--- config.mk ---
export PLATFORM = sky130hd
export DESIGN_NAME = modular_exponentiation
export DESIGN_NICKNAME = d
export VERILOG_FILES = /design/src/modexp_pkg.sv /design/src/modexp_datapath.sv /design/src/modexp_ctrl.sv /design/src/modular_exponentiation.sv
export SDC_FILE = /design/constraint.sdc
export NUM_CORES = 2
export LEC_CHECK = 0
export BUFFER_PORTS_ARGS = -buffer_cell sky130_fd_sc_hd__clkbuf_2
export CORE_UTILIZATION = 55
export DETAILED_ROUTE_END_ITERATION = 6
export HOLD_SLACK_MARGIN = 0.15
export PLACE_DENSITY = 0.76
export SETUP_SLACK_MARGIN = 0.15
export SYNTH_ARGS = -nofsm -noshare
export SYNTH_HDL_FRONTEND = slang
export SYNTH_SLANG_ARGS = --single-unit
--- constraint.sdc ---
create_clock -name i_clk -period 12.4 [get_ports i_clk]
set_input_delay 1.24 -clock i_clk [delete_from_list [all_inputs] [get_ports i_clk]]
set_output_delay 1.24 -clock i_clk [all_outputs]
set_load 0.01 [all_outputs]
--- src/modexp_pkg.sv ---
// Shared widths and control types for the modular exponentiation block.
package modexp_pkg;
    localparam int MOD_WIDTH = 31;
    localparam int EXP_WIDTH = 63;
    localparam int PROD_WIDTH = 2 * MOD_WIDTH;
    localparam int RED_CNT_WIDTH = $clog2(PROD_WIDTH + 1);
    localparam logic [MOD_WIDTH-1:0] MOD_RESET = {MOD_WIDTH{1'b1}};

    // Multiplication operand selection.
    typedef enum logic [1:0] {
        MUL_REDUCE_BASE = 2'd0,
        MUL_ACC_SQ      = 2'd1,
        MUL_SQ_SQ       = 2'd2
    } t_mul_sel;

    typedef struct packed {
        logic     load;
        logic     mul_start;
        t_mul_sel mul_sel;
        logic     write_acc;
        logic     write_sq;
        logic     shift_exp;
    } t_ctrl;

    typedef struct packed {
        logic mul_done;
        logic exp_zero;
        logic exp_lsb;
        logic mod_small;
    } t_status;
endpackage

--- src/modexp_datapath.sv ---
// Datapath: operand registers, a full-width multiplier and a bit-serial reduction unit.
module modexp_datapath (
    input  logic                             i_clk,
    input  logic                             i_rst_n,
    input  modexp_pkg::t_ctrl                i_ctrl,
    input  logic                             i_op,
    input  logic [modexp_pkg::MOD_WIDTH-1:0] i_base,
    input  logic [modexp_pkg::EXP_WIDTH-1:0] i_exponent,
    input  logic [modexp_pkg::MOD_WIDTH-1:0] i_modulus,
    output modexp_pkg::t_status              o_status,
    output logic [modexp_pkg::MOD_WIDTH-1:0] o_acc
);
    import modexp_pkg::*;

    logic [MOD_WIDTH-1:0]     r_acc, r_sq, r_rem;
    logic [EXP_WIDTH-1:0]     r_exp;
    logic [PROD_WIDTH-1:0]    r_prod;
    logic [RED_CNT_WIDTH-1:0] r_cnt;
    logic                     r_busy;
    logic [MOD_WIDTH-1:0]     w_x, w_y;
    logic [MOD_WIDTH:0]       w_trial, w_diff;

    always_comb begin
        case (i_ctrl.mul_sel)
            MUL_REDUCE_BASE: begin
                w_x = r_sq;
                w_y = {{(MOD_WIDTH-1){1'b0}}, 1'b1};
            end
            MUL_ACC_SQ: begin
                w_x = r_acc;
                w_y = r_sq;
            end
            default: begin
                w_x = r_sq;
                w_y = r_sq;
            end
        endcase
    end

    // Restoring reduction: one product bit shifts into the remainder per cycle.
    assign w_trial = {r_rem, r_prod[PROD_WIDTH-1]};
    assign w_diff  = w_trial - {1'b0, i_modulus};

    always_ff @(posedge i_clk) begin
        if (!i_rst_n) begin
            r_busy <= 1'b0;
            r_cnt  <= '0;
        end else begin
            if (i_ctrl.load) begin
                r_sq  <= i_base;
                r_acc <= {{(MOD_WIDTH-1){1'b0}}, 1'b1};
                r_exp <= i_op ? {{(EXP_WIDTH-MOD_WIDTH){1'b0}},
                                 i_modulus - MOD_WIDTH'(2)} : i_exponent;
            end
            if (i_ctrl.shift_exp) begin
                r_exp <= r_exp >> 1;
            end
            if (i_ctrl.mul_start) begin
                r_prod <= PROD_WIDTH'(w_x) * PROD_WIDTH'(w_y);
                r_rem  <= '0;
                r_cnt  <= RED_CNT_WIDTH'(PROD_WIDTH);
                r_busy <= 1'b1;
            end else if (r_busy) begin
                r_prod <= r_prod << 1;
                r_rem  <= w_diff[MOD_WIDTH] ? w_trial[MOD_WIDTH-1:0]
                                            : w_diff[MOD_WIDTH-1:0];
                r_cnt  <= r_cnt - 1'b1;
                if (r_cnt == RED_CNT_WIDTH'(1)) begin
                    r_busy <= 1'b0;
                end
            end
            if (i_ctrl.write_acc) begin
                r_acc <= r_rem;
            end
            if (i_ctrl.write_sq) begin
                r_sq <= r_rem;
            end
        end
    end

    assign o_status.mul_done  = !r_busy && !i_ctrl.mul_start;
    assign o_status.exp_zero  = (r_exp == '0);
    assign o_status.exp_lsb   = r_exp[0];
    assign o_status.mod_small = (i_modulus[MOD_WIDTH-1:1] == '0);
    assign o_acc = r_acc;
endmodule

--- src/modexp_ctrl.sv ---
// Controller state machine sequencing square-and-multiply steps.
module modexp_ctrl (
    input  logic                             i_clk,
    input  logic                             i_rst_n,
    input  logic                             i_start,
    input  modexp_pkg::t_status              i_status,
    input  logic [modexp_pkg::MOD_WIDTH-1:0] i_acc,
    output modexp_pkg::t_ctrl                o_ctrl,
    output logic                             o_busy,
    output logic                             o_done,
    output logic [modexp_pkg::MOD_WIDTH-1:0] o_residue
);
    import modexp_pkg::*;

    typedef enum logic [2:0] {
        S_IDLE, S_RED_BASE, S_WAIT_BASE, S_CHECK, S_WAIT_MUL, S_WAIT_SQ
    } t_state;

    t_state               r_state;
    t_ctrl                r_ctrl;
    logic                 r_done;
    logic [MOD_WIDTH-1:0] r_residue;

    always_ff @(posedge i_clk) begin
        if (!i_rst_n) begin
            r_state <= S_IDLE;
            r_ctrl  <= '0;
            r_done  <= 1'b0;
        end else begin
            r_ctrl  <= '0;
            r_done  <= 1'b0;
            case (r_state)
                S_IDLE: begin
                    if (i_start) begin
                        r_state <= S_RED_BASE;
                    end
                end
                S_RED_BASE: begin
                    if (i_status.mod_small) begin
                        r_residue <= '0;
                        r_done    <= 1'b1;
                        r_state   <= S_IDLE;
                    end else begin
                        r_ctrl.mul_start <= 1'b1;
                        r_ctrl.mul_sel   <= MUL_REDUCE_BASE;
                        r_state          <= S_WAIT_BASE;
                    end
                end
                S_WAIT_BASE: begin
                    if (i_status.mul_done) begin
                        r_ctrl.write_sq <= 1'b1;
                        r_state         <= S_CHECK;
                    end
                end
                // The exponent shifts while the multiplications run, so the
                // next check sees the next bit.
                S_CHECK: begin
                    if (i_status.exp_zero) begin
                        r_residue <= i_acc;
                        r_done    <= 1'b1;
                        r_state   <= S_IDLE;
                    end else if (i_status.exp_lsb) begin
                        r_ctrl.mul_start <= 1'b1;
                        r_ctrl.mul_sel   <= MUL_ACC_SQ;
                        r_ctrl.shift_exp <= 1'b1;
                        r_state          <= S_WAIT_MUL;
                    end else begin
                        r_ctrl.mul_start <= 1'b1;
                        r_ctrl.mul_sel   <= MUL_SQ_SQ;
                        r_ctrl.shift_exp <= 1'b1;
                        r_state          <= S_WAIT_SQ;
                    end
                end
                S_WAIT_MUL: begin
                    if (i_status.mul_done) begin
                        r_ctrl.write_acc <= 1'b1;
                        r_ctrl.mul_start <= 1'b1;
                        r_ctrl.mul_sel   <= MUL_SQ_SQ;
                        r_state          <= S_WAIT_SQ;
                    end
                end
                S_WAIT_SQ: begin
                    if (i_status.mul_done) begin
                        r_ctrl.write_sq <= 1'b1;
                        r_state         <= S_CHECK;
                    end
                end
                default: r_state <= S_IDLE;
            endcase
        end
    end

    // The operands are captured at the transfer edge itself, so load is decoded directly.
    always_comb begin
        o_ctrl      = r_ctrl;
        o_ctrl.load = (r_state == S_IDLE) && i_start;
    end

    assign o_busy    = (r_state != S_IDLE);
    assign o_done    = r_done;
    assign o_residue = r_residue;
endmodule

--- src/modular_exponentiation.sv ---
// Each request runs a base reduction, one squaring per exponent bit and one product per set
// exponent bit; each multiplication registers the full product and then reduces all 62
// product bits bit-serially before handing off to the controller. Worst case 127
// multiplications.
// One item at a time; busy drops in the o_done cycle, when the next start can transfer.
// Synchronous active-low reset idles the block and sets the modulus to all ones.
module modular_exponentiation (
    input  logic                             i_clk,
    input  logic                             i_rst_n,
    input  logic                             start,
    output logic                             busy,
    input  logic                             i_cfg_we,
    input  logic [modexp_pkg::MOD_WIDTH-1:0] i_cfg_data,
    input  logic                             i_op,
    input  logic [modexp_pkg::MOD_WIDTH-1:0] i_base,
    input  logic [modexp_pkg::EXP_WIDTH-1:0] i_exponent,
    output logic                             o_done,
    output logic [modexp_pkg::MOD_WIDTH-1:0] o_residue
);
    import modexp_pkg::*;

    t_ctrl                w_ctrl;
    t_status              w_status;
    logic [MOD_WIDTH-1:0] w_acc;
    logic [MOD_WIDTH-1:0] r_modulus;

    always_ff @(posedge i_clk) begin
        if (!i_rst_n) begin
            r_modulus <= MOD_RESET;
        end else if (i_cfg_we) begin
            r_modulus <= i_cfg_data;
        end
    end

    modexp_ctrl u_ctrl (
        .i_clk     (i_clk),
        .i_rst_n   (i_rst_n),
        .i_start   (start),
        .i_status  (w_status),
        .i_acc     (w_acc),
        .o_ctrl    (w_ctrl),
        .o_busy    (busy),
        .o_done    (o_done),
        .o_residue (o_residue)
    );

    modexp_datapath u_dp (
        .i_clk      (i_clk),
        .i_rst_n    (i_rst_n),
        .i_ctrl     (w_ctrl),
        .i_op       (i_op),
        .i_base     (i_base),
        .i_exponent (i_exponent),
        .i_modulus  (r_modulus),
        .o_status   (w_status),
        .o_acc      (w_acc)
    );
endmodule

==> results list <==
* Destination of the worst register-to-register timing path: u_dp.r_prod[49]
- The via count of the first global-routing pass was 36,920.
- Net Sw Power: 1297 uW
- Max Buffers Root-to-Sink: 3
- The later pin in the worst-skew pair is clocked with a latency of 590 ps.
- Setup total negative slack on the finished layout was measured at 0 ps.
- Of all cell types, the one taking the most synthesized area is sky130_fd_sc_hd__fa_1.
- The finished cells cover 0.04833 mm^2.
- Of the total power, registers draw 35.7%.
* Power share of the combinational group: 33.5%
* Final setup margin: 1882 ps
* Fin crit share: 84.82%
* Number of nets in the final layout: 6,059
- Leakage power total: 0.02330 uW
- Maximum vdd ir drop: 119.2 uV
- After synthesis, the share of cell area in mux cells is 4.021%.
- Beginning of the worst register-to-register path: u_ctrl.o_ctrl[4]
- Synthesis handed over a netlist of 4,771 instances.
* Clock share of power: 30.7%
* Slew Viols, Final: 0
* DRC violations left: 11
- Once detail routing completed, the nets flagged for antenna violations numbered 0.
* Clk_skew: 31.22 ps
* Post-synthesis xor/xnor area fraction: 2.052%
- After clock tree synthesis, the clock-pin slew on the worst setup and hold paths is 70 ps.
- The worst register-to-register path has a setup slack of 1880 ps.
- Counting flops with a built-in enable in the synthesized netlist gives 249.
* Layout Cells excl Fill: 5,889
- Max incr delay on CP: 850 ps
* Sum of overflow across all layers after global routing: 0
- Final HPWL from detailed placement: 106.6 mm
- Dominant combinational cell family by area after synthesis: adder cells
- After detailed routing, the total wire length is 139.0 mm.
- After Yosys synthesis, full adders, half adders and majority gates account for 45.17% of the synthesized area.
- In this design, the critical path's most frequently occurring cell is sky130_fd_sc_hd__fa_1.
- Number of nets in the synthesized netlist: 6,029
- In this run the power density over the cells is 72.70 mW/mm^2.
* CP required: 12,710 ps
- Number of cells on the worst reg-to-reg path: 27
* Cell-internal power: 2216 uW
- Once the floorplan was initialized, standard cells occupied 55.82% of the core.
- Maximum level of the CTS H-tree: 2
- For this run, the total global-route usage over all layers was measured as 34.42%.
- At the pin with the least slew margin, the transition time is 1330 ps.
- Number of clock sinks: 297
- Synthesis-stage register bit count: 297
- Hold violation total from the final report: 0
- Net switching is 36.92% of the power.
* CP startpoint: u_ctrl.o_ctrl[4]
* Io pins: 163
- RSZ-0062 raised after global routing: false
- The floorplan has 104 rows.
- Summing the areas of all compound-gate instances in the mapped netlist gives 7.018% of the synthesized area.
- DP Cell Count: 5,825
- Clock period minus final worst setup slack: 10,520 ps
* Number of library cell types mapped by synthesis: 70
* Port Buf Inserts: 162
- The number of buffers and inverters on the critical path is 5.
- Once the clock tree was built, the setup fixing pass inserted 0 buffers.
* Fraction of layout cells with a size suffix above 1: 9.343%
- The region available for standard cell placement spans 0.08094 mm^2.
- Synth-to-layout area growth: 6.974%
- Top flip-flop cell by instance count after synthesis: sky130_fd_sc_hd__edfxtp_1
- The critical path crosses 27 cells after its start point.
* Dominant cells by area after synthesis: sky130_fd_sc_hd__fa_1, sky130_fd_sc_hd__edfxtp_1, sky130_fd_sc_hd__ha_1
- The worst pin sits at a relative slew slack of 11.09%.
- Sequential fraction of the synthesis area: 18.68%
- Chip Width: 288.6 um
- Routability-driven placement finished with a final weighted congestion of 1.130.
- Of all nets on the critical path, the largest fanout is 52.
- Die outline area: 0.08329 mm^2
- Wire length of the first global-routing pass: 213.6 mm
- The mapped netlist covers 0.04518 mm^2.
* Initial antenna violation count: 4
- Crit path to: u_dp.r_prod[49]
* Worst setup path category: register to register
- The cell family contributing the most delay on the critical path is adder cells.
- Before antenna repair, the detailed router went through 7 iterations.
- The path class of the tightest hold or removal check is register to register.
* Post-CTS resize count: 0
- Entering global routing, the biggest net connects 97 pins.
* Syn avg cell area: 9.469 um^2
- The top cell type by area accounts for 37.13% of the synthesized area.
- The final reports fail on DRC.
* Number of max-cap violations: 0
- Synthesized-area fraction occupied by and/or/nand/nor cells: 14.19%
* Library cell with the highest instance count after synthesis: sky130_fd_sc_hd__fa_1
- Measured on the finished design, the core utilization comes to 59.71%.
- Total via count in the routed design: 35,540
* Count of yosys warnings during synthesis: 0
* CTS tree: yes
- In the synthesized netlist the async set-or-reset flop fraction comes to 0%.
- At the worst endpoint, the arrival time is 10,830 ps.
* Critical path endpoint category: register
- Buffers inserted during clock tree synthesis total 34.
- The worst setup path is launched from a register.
- DR vias/cell: 6.035
- Prior to clock tree synthesis, the placed netlist has a worst setup slack of 2326 ps.
- Result of the run: finished with violations
- In this run, post-CTS hold repair placed 0 buffers.
- Die Span Y: 288.6 um
* Maximum achievable frequency: 95.07 MHz
- Root buf cell: sky130_fd_sc_hd__clkbuf_16
* Final setup viols: 0
* Worst-path cell with the longest stage delay: sky130_fd_sc_hd__mux2i_4
- Initial detailed-routing violation count: 4,008
- Top cell types by occurrence after synthesis: sky130_fd_sc_hd__fa_1, sky130_fd_sc_hd__inv_1, sky130_fd_sc_hd__nand2_1
- Area post-placement: 0.04714 mm^2
* Wire length per cell after detailed routing: 23.60 um
cell usage in the layout (no fill, tap or decap), drive strengths merged, types with 18 or more instances in the layout:
cell | synthesis | final
fa | 838 | 838
inv | 807 | 810
nand2 | 625 | 625
nor2 | 600 | 600
ha | 290 | 290
edfxtp | 249 | 249
clkbuf | 233 | 202
o21ai | 134 | 134
mux2 | 108 | 108
a21oi | 100 | 100
buf | 24 | 89
xnor2 | 69 | 69
and2 | 63 | 63
a21o | 61 | 61
mux2i | 60 | 60
and3 | 49 | 49
nand3 | 48 | 48
dfxtp | 48 | 48
o211ai | 37 | 37
xor2 | 36 | 36
nor3 | 33 | 33
a22o | 31 | 31
nand4 | 30 | 30
nor4 | 23 | 23
o21bai | 18 | 18
o21a | 18 | 18
cell families (layout without fill, tap and decap cells):
family                   after synthesis  after routing
AND/OR/NAND/NOR                     1524           1524
adder cells (fa/ha/maj)             1128           1128
buffers and inverters               1064           1120
AO/OA/AOI/OAI                        485            485
flip-flops                           297            297
multiplexers                         168            168
XOR/XNOR                             105            105
other                                  0              2
per-stage QoR:
| step | power [uW] | hold slack, ps |
|---|---|---|
| finish | 3513 | 525.8 |
| global route | 3654 | 546.2 |
| CTS | 3487 | 518.2 |
| detailed placement | 2406 | 513.6 |
| global placement | 2375 | 511.6 |
| floorplan | 2026 | 470.7 |
registers in the layout (all words and copies together), names as in the netlist:
| signal | count |
|---|---|
| u_ctrl.o_ctrl | 6 |
| u_ctrl.o_done | 1 |
| u_ctrl.r_state | 3 |
| u_dp.r_sq | 31 |
| u_dp.r_exp | 63 |
| u_dp.r_prod | 62 |
| u_dp.o_acc | 31 |
| u_dp.r_cnt | 6 |
| u_dp.r_busy | 1 |
| u_dp.r_rem | 31 |
| u_ctrl.o_residue | 31 |
| r_modulus | 31 |
power by group through the flow:
stage               registers, uW  logic (uW)  clock network (uW)
floorplan                    1250         781                   0
global placement             1270        1110                   0
global route                 1260        1270                1130
finish                       1250        1180                1080
CTS                          1250        1140                1090
detailed placement           1270        1130                   0
layer usage:
metal	vias up	track usage, %	wire length (um)
met3	572	12.39	19120
met4	10	18.76	9500
met5	-	1.193	195
met1	17660	43.34	49820
met2	2253	51.71	60320
li1	15050	-	-
worst reg2reg max path, cell delays in order, from the launching register on:
cell                       delay, ps
sky130_fd_sc_hd__dfxtp_1         320
sky130_fd_sc_hd__nand2b_4        640
sky130_fd_sc_hd__buf_4           460
sky130_fd_sc_hd__mux2i_4         850
sky130_fd_sc_hd__nor2_1          170
sky130_fd_sc_hd__fa_1            580
sky130_fd_sc_hd__fa_1            450
sky130_fd_sc_hd__fa_1            510
sky130_fd_sc_hd__inv_1            50
sky130_fd_sc_hd__fa_1            470
sky130_fd_sc_hd__inv_1            50
sky130_fd_sc_hd__fa_1            500
sky130_fd_sc_hd__inv_1            60
sky130_fd_sc_hd__fa_1            520
sky130_fd_sc_hd__inv_1            50
sky130_fd_sc_hd__fa_1            400
sky130_fd_sc_hd__fa_1            480
sky130_fd_sc_hd__ha_1            360
sky130_fd_sc_hd__a21o_1          230
sky130_fd_sc_hd__a21o_1          180
sky130_fd_sc_hd__a21o_1          200
sky130_fd_sc_hd__a21boi_0        340
sky130_fd_sc_hd__o21ai_0         500
sky130_fd_sc_hd__o31ai_1         750
sky130_fd_sc_hd__o21ai_1         390
sky130_fd_sc_hd__a41o_1          340
sky130_fd_sc_hd__xor2_1          130
sky130_fd_sc_hd__mux2_2          280
final cells by class:
type	instances	area (um^2)
Sequential cell	297	8443
Clock inverter	22	296.5
Tap cell	1060	1326
Fill cell	6831	32610
Antenna cell	2	5.005
Timing Repair Buffer	251	1479
Multi-Input combinational cell	3410	32870
Inverter	807	3029
Clock buffer	40	883.3
worst min-delay path by stage:
stage          cells past startpoint         endpoint       startpoint  slack [ps]
6_report                           2  u_dp.r_prod[48]  u_dp.r_prod[47]         530
5_1_grt                            2  u_dp.r_prod[48]  u_dp.r_prod[47]         550
4_1_cts                            1   u_dp.r_prod[1]   u_dp.r_prod[0]         520
3_5_place_dp                       2  u_dp.r_prod[48]  u_dp.r_prod[47]         510
3_3_place_gp                       1   u_dp.r_prod[7]   u_dp.r_prod[6]         510
2_1_floorplan                      2     r_modulus[0]     r_modulus[0]         470
Power figures use the tool's default switching activity.
